`src/sv/u8dn_pkg.sv`:
```
package u8dn_pkg;

  localparam int unsigned CP_W     = 21;
  localparam int unsigned IN_DW    = 8;
  localparam int unsigned OUT_DW   = 24;
  localparam int unsigned Q_DEPTH  = 2;
  localparam int unsigned Q_PTR_W  = $clog2(Q_DEPTH);
  localparam int unsigned Q_CNT_W  = $clog2(Q_DEPTH + 1);

  localparam logic [CP_W-1:0] CP_REPLACEMENT = 21'h00FFFD;
  localparam logic [CP_W-1:0] CP_HYPHEN      = 21'h00002D;
  localparam logic [CP_W-1:0] CP_HYPHEN_NORM = 21'h002010;
  localparam logic [CP_W-1:0] CP_FW_MINUS    = 21'h00FF0D;
  localparam logic [CP_W-1:0] CP_MINUS_NORM  = 21'h002212;
  localparam logic [CP_W-1:0] CP_SIGN_LO     = 21'h00FFE0;
  localparam logic [CP_W-1:0] CP_SIGN_HI     = 21'h00FFE6;
  localparam logic [CP_W-1:0] CP_FW_LO       = 21'h00FF00;
  localparam logic [CP_W-1:0] CP_FW_HI       = 21'h00FF5F;
  localparam logic [CP_W-1:0] CP_FW_OFFSET   = 21'h00FEE0;

  // fullwidth currency/sign forms FFE0..FFE5
  localparam logic [CP_W-1:0] SIGN_MAP [6] = '{
    21'h0000A2, 21'h0000A3, 21'h0000AC, 21'h0000AF, 21'h0000A6, 21'h0000A5
  };

  // one decoded code point on its way from front to back
  typedef struct packed {
    logic [CP_W-1:0] code_point;
    logic            is_error;
    logic            end_of_stream;
  } raw_item_t;

endpackage

```
`src/sv/u8dn_front.sv`:
```
module u8dn_front
  import u8dn_pkg::*;
(
  input  logic             clk,
  input  logic             rst,
  input  logic             accept,
  input  logic [IN_DW-1:0] data_byte,
  input  logic             end_of_input,
  output logic             push,
  output raw_item_t        push_item
);

  logic [1:0]      bytes_pending;
  logic [1:0]      bytes_pending_next;
  logic [CP_W-1:0] partial_value;
  logic [CP_W-1:0] partial_value_next;
  logic [CP_W-1:0] shifted;
  logic            emit;

  assign shifted = {partial_value[CP_W-7:0], data_byte[5:0]};

  always_comb begin
    bytes_pending_next = bytes_pending;
    partial_value_next = partial_value;
    emit               = 1'b0;
    push_item          = '0;
    if (end_of_input) begin
      emit                    = 1'b1;
      push_item.end_of_stream = 1'b1;
      push_item.is_error      = (bytes_pending != 2'd0);
      push_item.code_point    = (bytes_pending != 2'd0) ? CP_REPLACEMENT : '0;
      bytes_pending_next      = 2'd0;
      partial_value_next      = '0;
    end else if (bytes_pending == 2'd0) begin
      if (!data_byte[7]) begin
        emit                 = 1'b1;
        push_item.code_point = {{(CP_W-IN_DW){1'b0}}, data_byte};
      end else if (data_byte[7:6] == 2'b10 || data_byte[7:3] == 5'b11111) begin
        emit                 = 1'b1;
        push_item.is_error   = 1'b1;
        push_item.code_point = CP_REPLACEMENT;
      end else if (data_byte[5] == 1'b0) begin
        bytes_pending_next = 2'd1;
        partial_value_next = {{(CP_W-5){1'b0}}, data_byte[4:0]};
      end else if (data_byte[4] == 1'b0) begin
        bytes_pending_next = 2'd2;
        partial_value_next = {{(CP_W-4){1'b0}}, data_byte[3:0]};
      end else begin
        bytes_pending_next = 2'd3;
        partial_value_next = {{(CP_W-3){1'b0}}, data_byte[2:0]};
      end
    end else if (data_byte[7:6] != 2'b10) begin
      // broken sequence: byte consumed, state dropped
      emit                 = 1'b1;
      push_item.is_error   = 1'b1;
      push_item.code_point = CP_REPLACEMENT;
      bytes_pending_next   = 2'd0;
      partial_value_next   = '0;
    end else begin
      bytes_pending_next = bytes_pending - 2'd1;
      if (bytes_pending == 2'd1) begin
        emit                 = 1'b1;
        push_item.code_point = shifted;
        partial_value_next   = '0;
      end else begin
        partial_value_next = shifted;
      end
    end
  end

  assign push = accept && emit;

  always_ff @(posedge clk) begin
    if (rst) begin
      bytes_pending <= 2'd0;
      partial_value <= '0;
    end else if (accept) begin
      bytes_pending <= bytes_pending_next;
      partial_value <= partial_value_next;
    end
  end

endmodule

```
`src/sv/u8dn_queue.sv`:
```
module u8dn_queue
  import u8dn_pkg::*;
(
  input  logic      clk,
  input  logic      rst,
  input  logic      push,
  input  raw_item_t push_item,
  output logic      full,
  output logic      valid,
  input  logic      pop,
  output raw_item_t head
);

  raw_item_t           slots [Q_DEPTH];
  logic [Q_PTR_W-1:0]  wr_ptr;
  logic [Q_PTR_W-1:0]  rd_ptr;
  logic [Q_CNT_W-1:0]  count;

  assign full  = (count == Q_CNT_W'(Q_DEPTH));
  assign valid = (count != '0);
  assign head  = slots[rd_ptr];

  always_ff @(posedge clk) begin
    if (push) begin
      slots[wr_ptr] <= push_item;
    end
  end

  always_ff @(posedge clk) begin
    if (rst) begin
      wr_ptr <= '0;
      rd_ptr <= '0;
      count  <= '0;
    end else begin
      if (push) begin
        wr_ptr <= (wr_ptr == Q_PTR_W'(Q_DEPTH - 1)) ? '0 : wr_ptr + 1'b1;
      end
      if (pop) begin
        rd_ptr <= (rd_ptr == Q_PTR_W'(Q_DEPTH - 1)) ? '0 : rd_ptr + 1'b1;
      end
      case ({push, pop})
        2'b10:   count <= count + 1'b1;
        2'b01:   count <= count - 1'b1;
        default: count <= count;
      endcase
    end
  end

`ifndef SYNTHESIS
  a_count_bound: assert property (@(posedge clk) disable iff (rst)
    count <= Q_CNT_W'(Q_DEPTH))
    else $error("queue count past depth");
  a_no_overflow: assert property (@(posedge clk) disable iff (rst)
    full |-> !push)
    else $error("push into full queue");
  a_no_underflow: assert property (@(posedge clk) disable iff (rst)
    !valid |-> !pop)
    else $error("pop from empty queue");
  a_ptr_gap: assert property (@(posedge clk) disable iff (rst)
    (count == '0) |-> (wr_ptr == rd_ptr))
    else $error("empty queue with pointers apart");
`endif

endmodule

```
`src/sv/u8dn_back.sv`:
```
module u8dn_back
  import u8dn_pkg::*;
(
  input  logic            clk,
  input  logic            rst,
  input  logic            q_valid,
  input  raw_item_t       q_head,
  output logic            q_pop,
  output logic            out_valid,
  input  logic            out_ready,
  output logic [CP_W-1:0] out_code_point,
  output logic            out_is_error,
  output logic            out_end_of_stream
);

  logic [CP_W-1:0] cp;
  logic [CP_W-1:0] cp_norm;

  assign cp = q_head.code_point;

  always_comb begin
    if (cp == CP_HYPHEN) begin
      cp_norm = CP_HYPHEN_NORM;
    end else if (cp == CP_FW_MINUS) begin
      cp_norm = CP_MINUS_NORM;
    end else if (cp >= CP_SIGN_LO && cp < CP_SIGN_HI) begin
      cp_norm = SIGN_MAP[cp[2:0]];
    end else if (cp >= CP_FW_LO && cp < CP_FW_HI) begin
      cp_norm = cp - CP_FW_OFFSET;   // fullwidth ASCII to half width
    end else begin
      cp_norm = cp;
    end
  end

  assign q_pop = q_valid && (!out_valid || out_ready);

  always_ff @(posedge clk) begin
    if (rst) begin
      out_valid <= 1'b0;
    end else if (q_pop) begin
      out_valid <= 1'b1;
    end else if (out_ready) begin
      out_valid <= 1'b0;
    end
  end

  always_ff @(posedge clk) begin
    if (q_pop) begin
      out_code_point    <= cp_norm;
      out_is_error      <= q_head.is_error;
      out_end_of_stream <= q_head.end_of_stream;
    end
  end

endmodule

```
`src/sv/utf8_decode_normalize_core.sv`:
```
// UTF-8 decoder with code point normalization. One byte per input item
// (s_tdata[7:0]); s_tlast marks end of input and carries no byte. Each
// finished character leaves as one output item with the 21-bit code point
// in m_tdata, m_tuser set for a decoding error (code point FFFD) and m_tlast
// set on the item answering end of input. Lead bytes and middle
// continuation bytes give no output. Normalization: 2D->2010, FF0D->2212,
// FFE0-FFE5 to their Latin-1 signs, FF00-FF5E down to half width.
// No overlong or surrogate check. Throughput is one byte per cycle while
// the queue is not full, set by the combinational decode step in the front.
// A finished character is written into a queue slot at the edge that accepts
// its last byte; the output register loads it from the queue head when that
// register is empty or being read, and drives m_tvalid. The two-entry
// queue lets the front keep taking bytes while a result waits downstream.
module utf8_decode_normalize_core
  import u8dn_pkg::*;
(
  input  logic              clk,
  input  logic              rst,
  // input bytes
  input  logic              s_tvalid,
  output logic              s_tready,
  input  logic [IN_DW-1:0]  s_tdata,   // [7:0] data_byte
  input  logic              s_tlast,   // end_of_input
  // decoded characters
  output logic              m_tvalid,
  input  logic              m_tready,
  output logic [OUT_DW-1:0] m_tdata,   // [20:0] code_point, [23:21] zero
  output logic              m_tuser,   // [0] is_error
  output logic              m_tlast    // end_of_stream
);

  logic            q_full;
  logic            q_valid;
  logic            q_pop;
  logic            push;
  raw_item_t       push_item;
  raw_item_t       q_head;
  logic            accept;
  logic [CP_W-1:0] code_point;

  // the front only stalls when the queue is full
  assign s_tready = !q_full;
  assign accept   = s_tvalid && s_tready;

  u8dn_front u_front (
    .clk          (clk),
    .rst          (rst),
    .accept       (accept),
    .data_byte    (s_tdata),
    .end_of_input (s_tlast),
    .push         (push),
    .push_item    (push_item)
  );

  u8dn_queue u_queue (
    .clk       (clk),
    .rst       (rst),
    .push      (push),
    .push_item (push_item),
    .full      (q_full),
    .valid     (q_valid),
    .pop       (q_pop),
    .head      (q_head)
  );

  // normalize and hold the result in the output register
  u8dn_back u_back (
    .clk               (clk),
    .rst               (rst),
    .q_valid           (q_valid),
    .q_head            (q_head),
    .q_pop             (q_pop),
    .out_valid         (m_tvalid),
    .out_ready         (m_tready),
    .out_code_point    (code_point),
    .out_is_error      (m_tuser),
    .out_end_of_stream (m_tlast)
  );

  assign m_tdata = {{(OUT_DW-CP_W){1'b0}}, code_point};

endmodule

```
`config.mk`:
```
export PLATFORM = sky130hd
export DESIGN_NAME = utf8_decode_normalize_core
export DESIGN_NICKNAME = d
export VERILOG_FILES = /design/src/sv/u8dn_pkg.sv /design/src/sv/u8dn_front.sv /design/src/sv/u8dn_queue.sv /design/src/sv/u8dn_back.sv /design/src/sv/utf8_decode_normalize_core.sv
export SDC_FILE = /design/constraint.sdc
export NUM_CORES = 1
export LEC_CHECK = 0
export BUFFER_PORTS_ARGS = -buffer_cell sky130_fd_sc_hd__buf_2
export CAP_MARGIN = 0
export CORE_ASPECT_RATIO = 0.6
export CORE_MARGIN = 3
export CORE_UTILIZATION = 57
export DETAILED_ROUTE_END_ITERATION = 8
export PLACE_DENSITY = 0.77
export SLEW_MARGIN = 10
export SYNTH_ARGS = -nofsm -noshare
export SYNTH_HDL_FRONTEND = slang
export SYNTH_SLANG_ARGS = --single-unit
export TNS_END_PERCENT = 50
```
`constraint.sdc`:
```
create_clock -name clk -period 7.7 [get_ports clk]
set_input_delay 1.54 -clock clk [delete_from_list [all_inputs] [get_ports clk]]
set_output_delay 1.54 -clock clk [all_outputs]
set_load 0.03 [all_outputs]
```
==> impl_metrics.json, run 1 <==
{
  "outcome": "complete, no violations",
  "crit_cells": 7,
  "final_layout_size_suffix_gt1_share_pct": 20.7,
  "fillers": 511,
  "p_int_w": 0.00109,
  "crit_family": "simple AND/OR/NAND/NOR gates",
  "ys.flop_type": "edfxtp_1",
  "path_cells": "buf_2 -> or3b_2 -> a21o_1 -> o21bai_2 -> ha_1 -> or3_1 -> a21oi_1",
  "crit_path_end_kind": "register",
  "postSynthAreaPerCell_um2": 11.9,
  "sw_frac_of_total_pct": 33.6,
  "r2r_cells": 9,
  "max-vdd-ir-drop_mv": 0.182,
  "yosysWarnings": 0,
  "drv_slew": 0,
  "firstDrtPassIters": 6,
  "cts-root-buf": "clkbuf_16",
  "clk_latency_ps": 340,
  "worst_slack_ps": 4480,
  "rows": 23,
  "fmax_ghz": 0.310,
  "crit_type": "in2reg",
  "critPathBufInv": 1,
  "clock-skew-final_ps": 6.40,
  "chipHeight_um": 72.1,
  "fin_crit_sh_pct": 41.8,
  "drt_iter0_markers": 321,
  "fin_setup_tns_ps": 0,
  "cts_setup_buffers": 0,
  "p_switching_w": 0.000551,
  "pwr-share-seq_pct": 44.6,
  "final_common_cell": "edfxtp_1",
  "ctsHtreeMaxLevel": 3,
  "grt_pass1_wl_um": 14100,
  "ys_seq_area_share_pct": 61.0,
  "grt_max_degree": 40,
  "die_w_um": 116,
  "ys_seq_elements": 92,
  "place_ws_ps": 3970,
  "min_period_ps": 3220,
  "start_util_pct": 60.4,
  "max-cap-violations": 0,
  "max_stage_delay_ps": 510,
  "cts_tree": "done",
  "syn_inst": 348,
  "insertedDiodeCount": 0,
  "grt_use_total_pct": 22.4,
  "clk_path_buf_depth": 2,
  "cts_sinks": 92,
  "netlist-cell-type-count": 57,
  "pwr-share-comb_pct": 29.1,
  "vias": 2895,
  "final_cell_mix": "69 x edfxtp_1, 37 x buf_2, 30 x a21oi_1",
  "wire_per_inst_um": 17.9,
  "path_clk_slew_ps": 60,
  "ys_async_sr_fraction_pct": 0,
  "ant_nets": 0,
  "synth_edf_count": 69,
  "crit_arrival_ps": 3490,
  "gp_congestion": 0.956,
  "placed_cells": 462,
  "seq_area_mm2": 0.00253,
  "overflow": 0,
  "io_pins": 41,
  "cp-start-kind": "input pin",
  "hold_path.class": "reg2reg",
  "multi_input_area_mm2": 0.00150,
  "antenna_found_initial": 0,
  "die-area_mm2": 0.00838,
  "setup_viol": 0,
  "dp_hpwl_um": 5900,
  "grt_pass1_vias": 2718,
  "cts_resized": 0,
  "syn-cell-area_mm2": 0.00415,
  "critPathSlowestCell": "or3b_2",
  "rsz0062_at_grt": "false",
  "port-buffer-count": 37,
  "core_area_mm2": 0.00688,
  "clkPwrFrac_pct": 26.3,
  "routed_via_density": 6.06,
  "cts_buffers": 9,
  "path_max_fanout": 4,
  "finalWirelength_um": 8550,
  "worst_ep_required_time_ps": 7960,
  "drcViolationCount": 0,
  "fin_cells": 478,
  "p_per_area_mw_per_mm2": 350,
  "hold_violations": 0,
  "tightest_slew_ps": 924,
  "area_growth_syn_to_layout_pct": 12.7,
  "whs_path_depth": 2,
  "relSlewSlack_pct": 37.9,
  "nets": 404,
  "ctsHoldBuffers": 0,
  "leakage_nw": 1.70
}
power groups by stage:
| stage | Sequential, W | Combinational, W | Clock (W) |
|---|---|---|---|
| after floorplan | 0.000863 | 0.000234 | 0 |
| after global placement | 0.000740 | 0.000466 | 0 |
| after detailed placement | 0.000743 | 0.000478 | 0 |
| after CTS | 0.000733 | 0.000480 | 0.000439 |
| after global routing | 0.000744 | 0.000520 | 0.000460 |
| final | 0.000732 | 0.000477 | 0.000431 |
path summary, 6_finish.rpt:
path                             start                         to  slack (ps)
max                         s_tdata[6]           u_queue.count[1]        4480
min          u_front.partial_value[10]  u_front.partial_value[10]         450
max reg2reg                   register   u_back.out_code_point[9]        5020
min reg2reg  u_front.partial_value[10]  u_front.partial_value[10]         450
metal layers:
| layer | up-vias | part of all wire, % | GRT usage [%] | routed length (um) |
|---|---|---|---|---|
| li1 | 1368 | - | - | - |
| met1 | 1392 | 47 | 31.7 | 4050 |
| met2 | 113 | 44 | 33.3 | 3760 |
| met3 | 22 | 6.6 | 6.75 | 567 |
| met4 | 0 | 2.0 | 7.72 | 168 |
| met5 | - | 0 | 0 | 0 |
synthesized netlist by cell type, types with 2 or more instances:
cell type | instances | area [um2]
xnor2_1 | 3 | 26.3
a21oi_2 | 3 | 26.3
a31oi_1 | 2 | 12.5
nor4_2 | 2 | 25.0
mux2i_1 | 13 | 130
nand3_1 | 21 | 105
nand2b_1 | 4 | 25.0
buf_4 | 4 | 30.0
nor4_1 | 4 | 25.0
inv_1 | 8 | 30.0
nor3_1 | 8 | 40.0
a21oi_1 | 31 | 155
ha_1 | 5 | 62.6
and2_1 | 5 | 31.3
o21ai_0 | 23 | 115
a21o_1 | 2 | 15.0
mux2_2 | 10 | 113
dfxtp_1 | 23 | 460
or3_1 | 3 | 18.8
clkbuf_1 | 4 | 15.0
and3_1 | 5 | 31.3
nor2_1 | 21 | 78.8
buf_2 | 4 | 20.0
buf_6 | 3 | 33.8
nand4_1 | 5 | 31.3
edfxtp_1 | 69 | 2070
nand2_1 | 29 | 109
nor2b_1 | 3 | 18.8
o21a_1 | 2 | 15.0
clkinv_1 | 2 | 7.51
layout make-up:
class / instances / share of cell area, %
sequential: 92 / 54.1
timing repair buffer: 40 / 4.43
clock inverter: 5 / 1.10
inverter: 10 / 0.801
clock buffer: 11 / 5.18
tap: 87 / 2.32
multi-input combinational: 233 / 32.1
per-stage QoR:
| stage | instance area (um2) | total power [W] | hold WS [ps] | util [%] |
|---|---|---|---|---|
| after floorplan | 4160 | 0.00110 | 427 | - |
| after global placement | 4380 | 0.00121 | 439 | 63.7 |
| after detailed placement | 4380 | 0.00122 | 444 | 63.7 |
| after CTS | 4680 | 0.00165 | 454 | 68.0 |
| after global routing | 4680 | 0.00172 | 475 | 68.1 |
| final | 4680 | 0.00164 | 454 | 68.1 |
tightest hold or removal path, cell delays in order, from the launching register on:
cell and delay, ps:
dfxtp_1 310, nand2_1 50, a21oi_1 50
registers in the layout (all words and copies together), names as in the netlist, named ones only:
name / count
u_queue.rd_ptr: 1
u_back.out_valid: 1
u_back.out_code_point: 21
u_back.out_is_error: 1
u_front.bytes_pending: 2
u_back.out_end_of_stream: 1
u_front.partial_value: 15
u_queue.wr_ptr: 1
u_queue.count: 2
u_queue.slots: 46
cell families (layout without fill, tap and decap cells):
kind of cell | after synthesis | count (layout) | synth area share [%]
simple gates | 120 | 120 | 15.7
flops | 92 | 92 | 61.0
compound gates | 78 | 78 | 11.7
buf+inv | 25 | 66 | 3.28
mux | 23 | 23 | 5.84
fa+ha+maj | 5 | 5 | 1.51
xor+xnor | 4 | 4 | 0.844
other cells | 1 | 3 | 0.0903
No activity file was read; power rests on OpenSTA's default activity.
==> run 2: changes to the inputs <==
clock period = 3.1 ns   (was 7.7 ns; I/O delays follow)
==> run 2 against run 1 <==
Against the previous run: routed wire length down 4.6%; critical path depth grew 2; first-iteration DRC count is 21% lower; largest cell class unchanged; worst hold slack improved by 1.5 ps; critical endpoint is now u_back.out_code_point[9]; sequential power up 150%; register-to-register slack worse by 4500 ps; combinational power is 150% higher; clock power grew 120%.
==> impl_metrics.json, run 2 (synthesis gave the netlist of run 1 again) <==
{
  "fillers": 498,
  "min_period_ps": 2540,
  "hold_violations": 0,
  "overflow": 0,
  "gp_congestion": 0.936,
  "cts-root-buf": "clkbuf_16",
  "detailed_place.area_mm2": 0.00441,
  "hp-start": "u_front.partial_value[13]",
  "grt_pass1_vias": 2663,
  "cts_buffers": 9,
  "p_per_area_mw_per_mm2": 851,
  "drcViolationCount": 0,
  "max_flop_register": "u_queue.slots",
  "antenna_found_initial": 0,
  "ctsHoldBuffers": 0,
  "leakage_nw": 1.69,
  "hold_slack_ps": 456,
  "wire_per_inst_um": 17.0,
  "port-buffer-count": 37,
  "cts_resized": 0,
  "setup_viol": 0,
  "worst_ep_required_time_ps": 3180,
  "core_area_mm2": 0.00688,
  "cp-start-kind": "register",
  "path_cells": "buf_12 -> nor2b_1 -> a21oi_1 -> inv_1 -> ha_1 -> nor2_1 -> o211ai_2 -> a21oi_2 -> o21ai_0",
  "drv_slew": 0,
  "crit_family": "compound AO/OA/AOI/OAI gates",
  "crit_arrival_ps": 2610,
  "io_pins": 41,
  "stdcell_area_mm2": 0.00467,
  "max-vdd-ir-drop_mv": 0.503,
  "fmax_ghz": 0.394,
  "firstDrtPassIters": 5,
  "cts_tree": "done",
  "final_common_cell": "edfxtp_1",
  "vias": 2894,
  "grt_max_degree": 39,
  "die_w_um": 116,
  "path_max_fanout": 38,
  "clock-skew-final_ps": 6.21,
  "crit_path_end_kind": "register",
  "power.total_w": 0.00398,
  "relSlewSlack_pct": 21.9,
  "grt_pass1_wl_um": 13400,
  "clk_path_buf_depth": 2,
  "cts_setup_buffers": 0,
  "final_cell_mix": "69 x edfxtp_1, 37 x buf_2, 31 x a21oi_1",
  "max_stage_delay_ps": 400,
  "max-cap-violations": 0,
  "crit_type": "reg2reg",
  "cts_sinks": 92,
  "dp_hpwl_um": 5880,
  "outcome": "complete, no violations",
  "clk_latency_ps": 340,
  "fin_setup_tns_ps": 0,
  "insertedDiodeCount": 0,
  "rows": 23,
  "grt_use_total_pct": 21.4,
  "nets": 406,
  "fin_crit_sh_pct": 81.8,
  "area_growth_syn_to_layout_pct": 12.5,
  "ant_nets": 0,
  "critPathSlowestCell": "dfxtp_1",
  "reg_top3": "u_queue.slots (46), u_back.out_code_point (21), u_front.partial_value (15)",
  "ctsHtreeMaxLevel": 3,
  "start_util_pct": 60.4,
  "finalWirelength_um": 8150,
  "path_clk_slew_ps": 60,
  "final_layout_size_suffix_gt1_share_pct": 20.4,
  "drt_iter0_markers": 254,
  "critPathBufInv": 2,
  "hold_path.class": "reg2reg",
  "die-area_mm2": 0.00838,
  "rsz0062_at_grt": "false",
  "tightest_slew_ps": 1170,
  "largest_reg_flops": 46,
  "routed_via_density": 6.03,
  "chipHeight_um": 72.1
}
[run 2: worst register-to-register path: cells and delay by family (launching register included)]
family,cells,cell delay [ps]
flip-flops,1,400
AO/OA/AOI/OAI,4,920
AND/OR/NAND/NOR,2,270
buffers and inverters,2,400
adder cells (fa/ha/maj),1,290
[run 2: path summary, 6_finish.rpt]
kind | slack, ps | depth (start not counted) | end
hold / removal | 460 | 2 | u_front.partial_value[13]
hold reg to reg | 460 | 2 | u_front.partial_value[13]
setup / recovery | 560 | 9 | u_back.out_code_point[9]
setup reg to reg | 560 | 9 | u_back.out_code_point[9]
[run 2: routing by layer]
layer	share of wire (%)	global-route usage, %	vias up
li1	-	-	1385
met1	49	31.6	1372
met2	41	29.8	123
met3	7.9	6.33	14
met4	2.1	8.75	0
met5	0	0	-
[run 2: through the flow]
stage | setup WS, ps | utilization, % | instances
2_1_floorplan | 450 | - | 350
3_3_place_gp | 580 | 64.1 | 464
3_5_place_dp | 476 | 64.1 | 464
4_1_cts | 575 | 67.9 | 480
5_1_grt | 334 | 67.9 | 480
6_report | 564 | 67.9 | 480
[run 2: layout make-up]
class,count,area [um2],area share (%)
clock buffers,11,233,4.98
clock inverters,5,28.8,0.616
inverters,10,37.5,0.803
multi-input cells,233,1500,32.0
flip-flops and latches,92,2530,54.2
well taps,87,109,2.33
repair buffers,42,235,5.03
[run 2: power breakdown]
part           internal [W]  total [W]  switching, W
registers           0.00171    0.00182      0.000119
logic              0.000375    0.00119      0.000815
clock network      0.000537   0.000962      0.000425
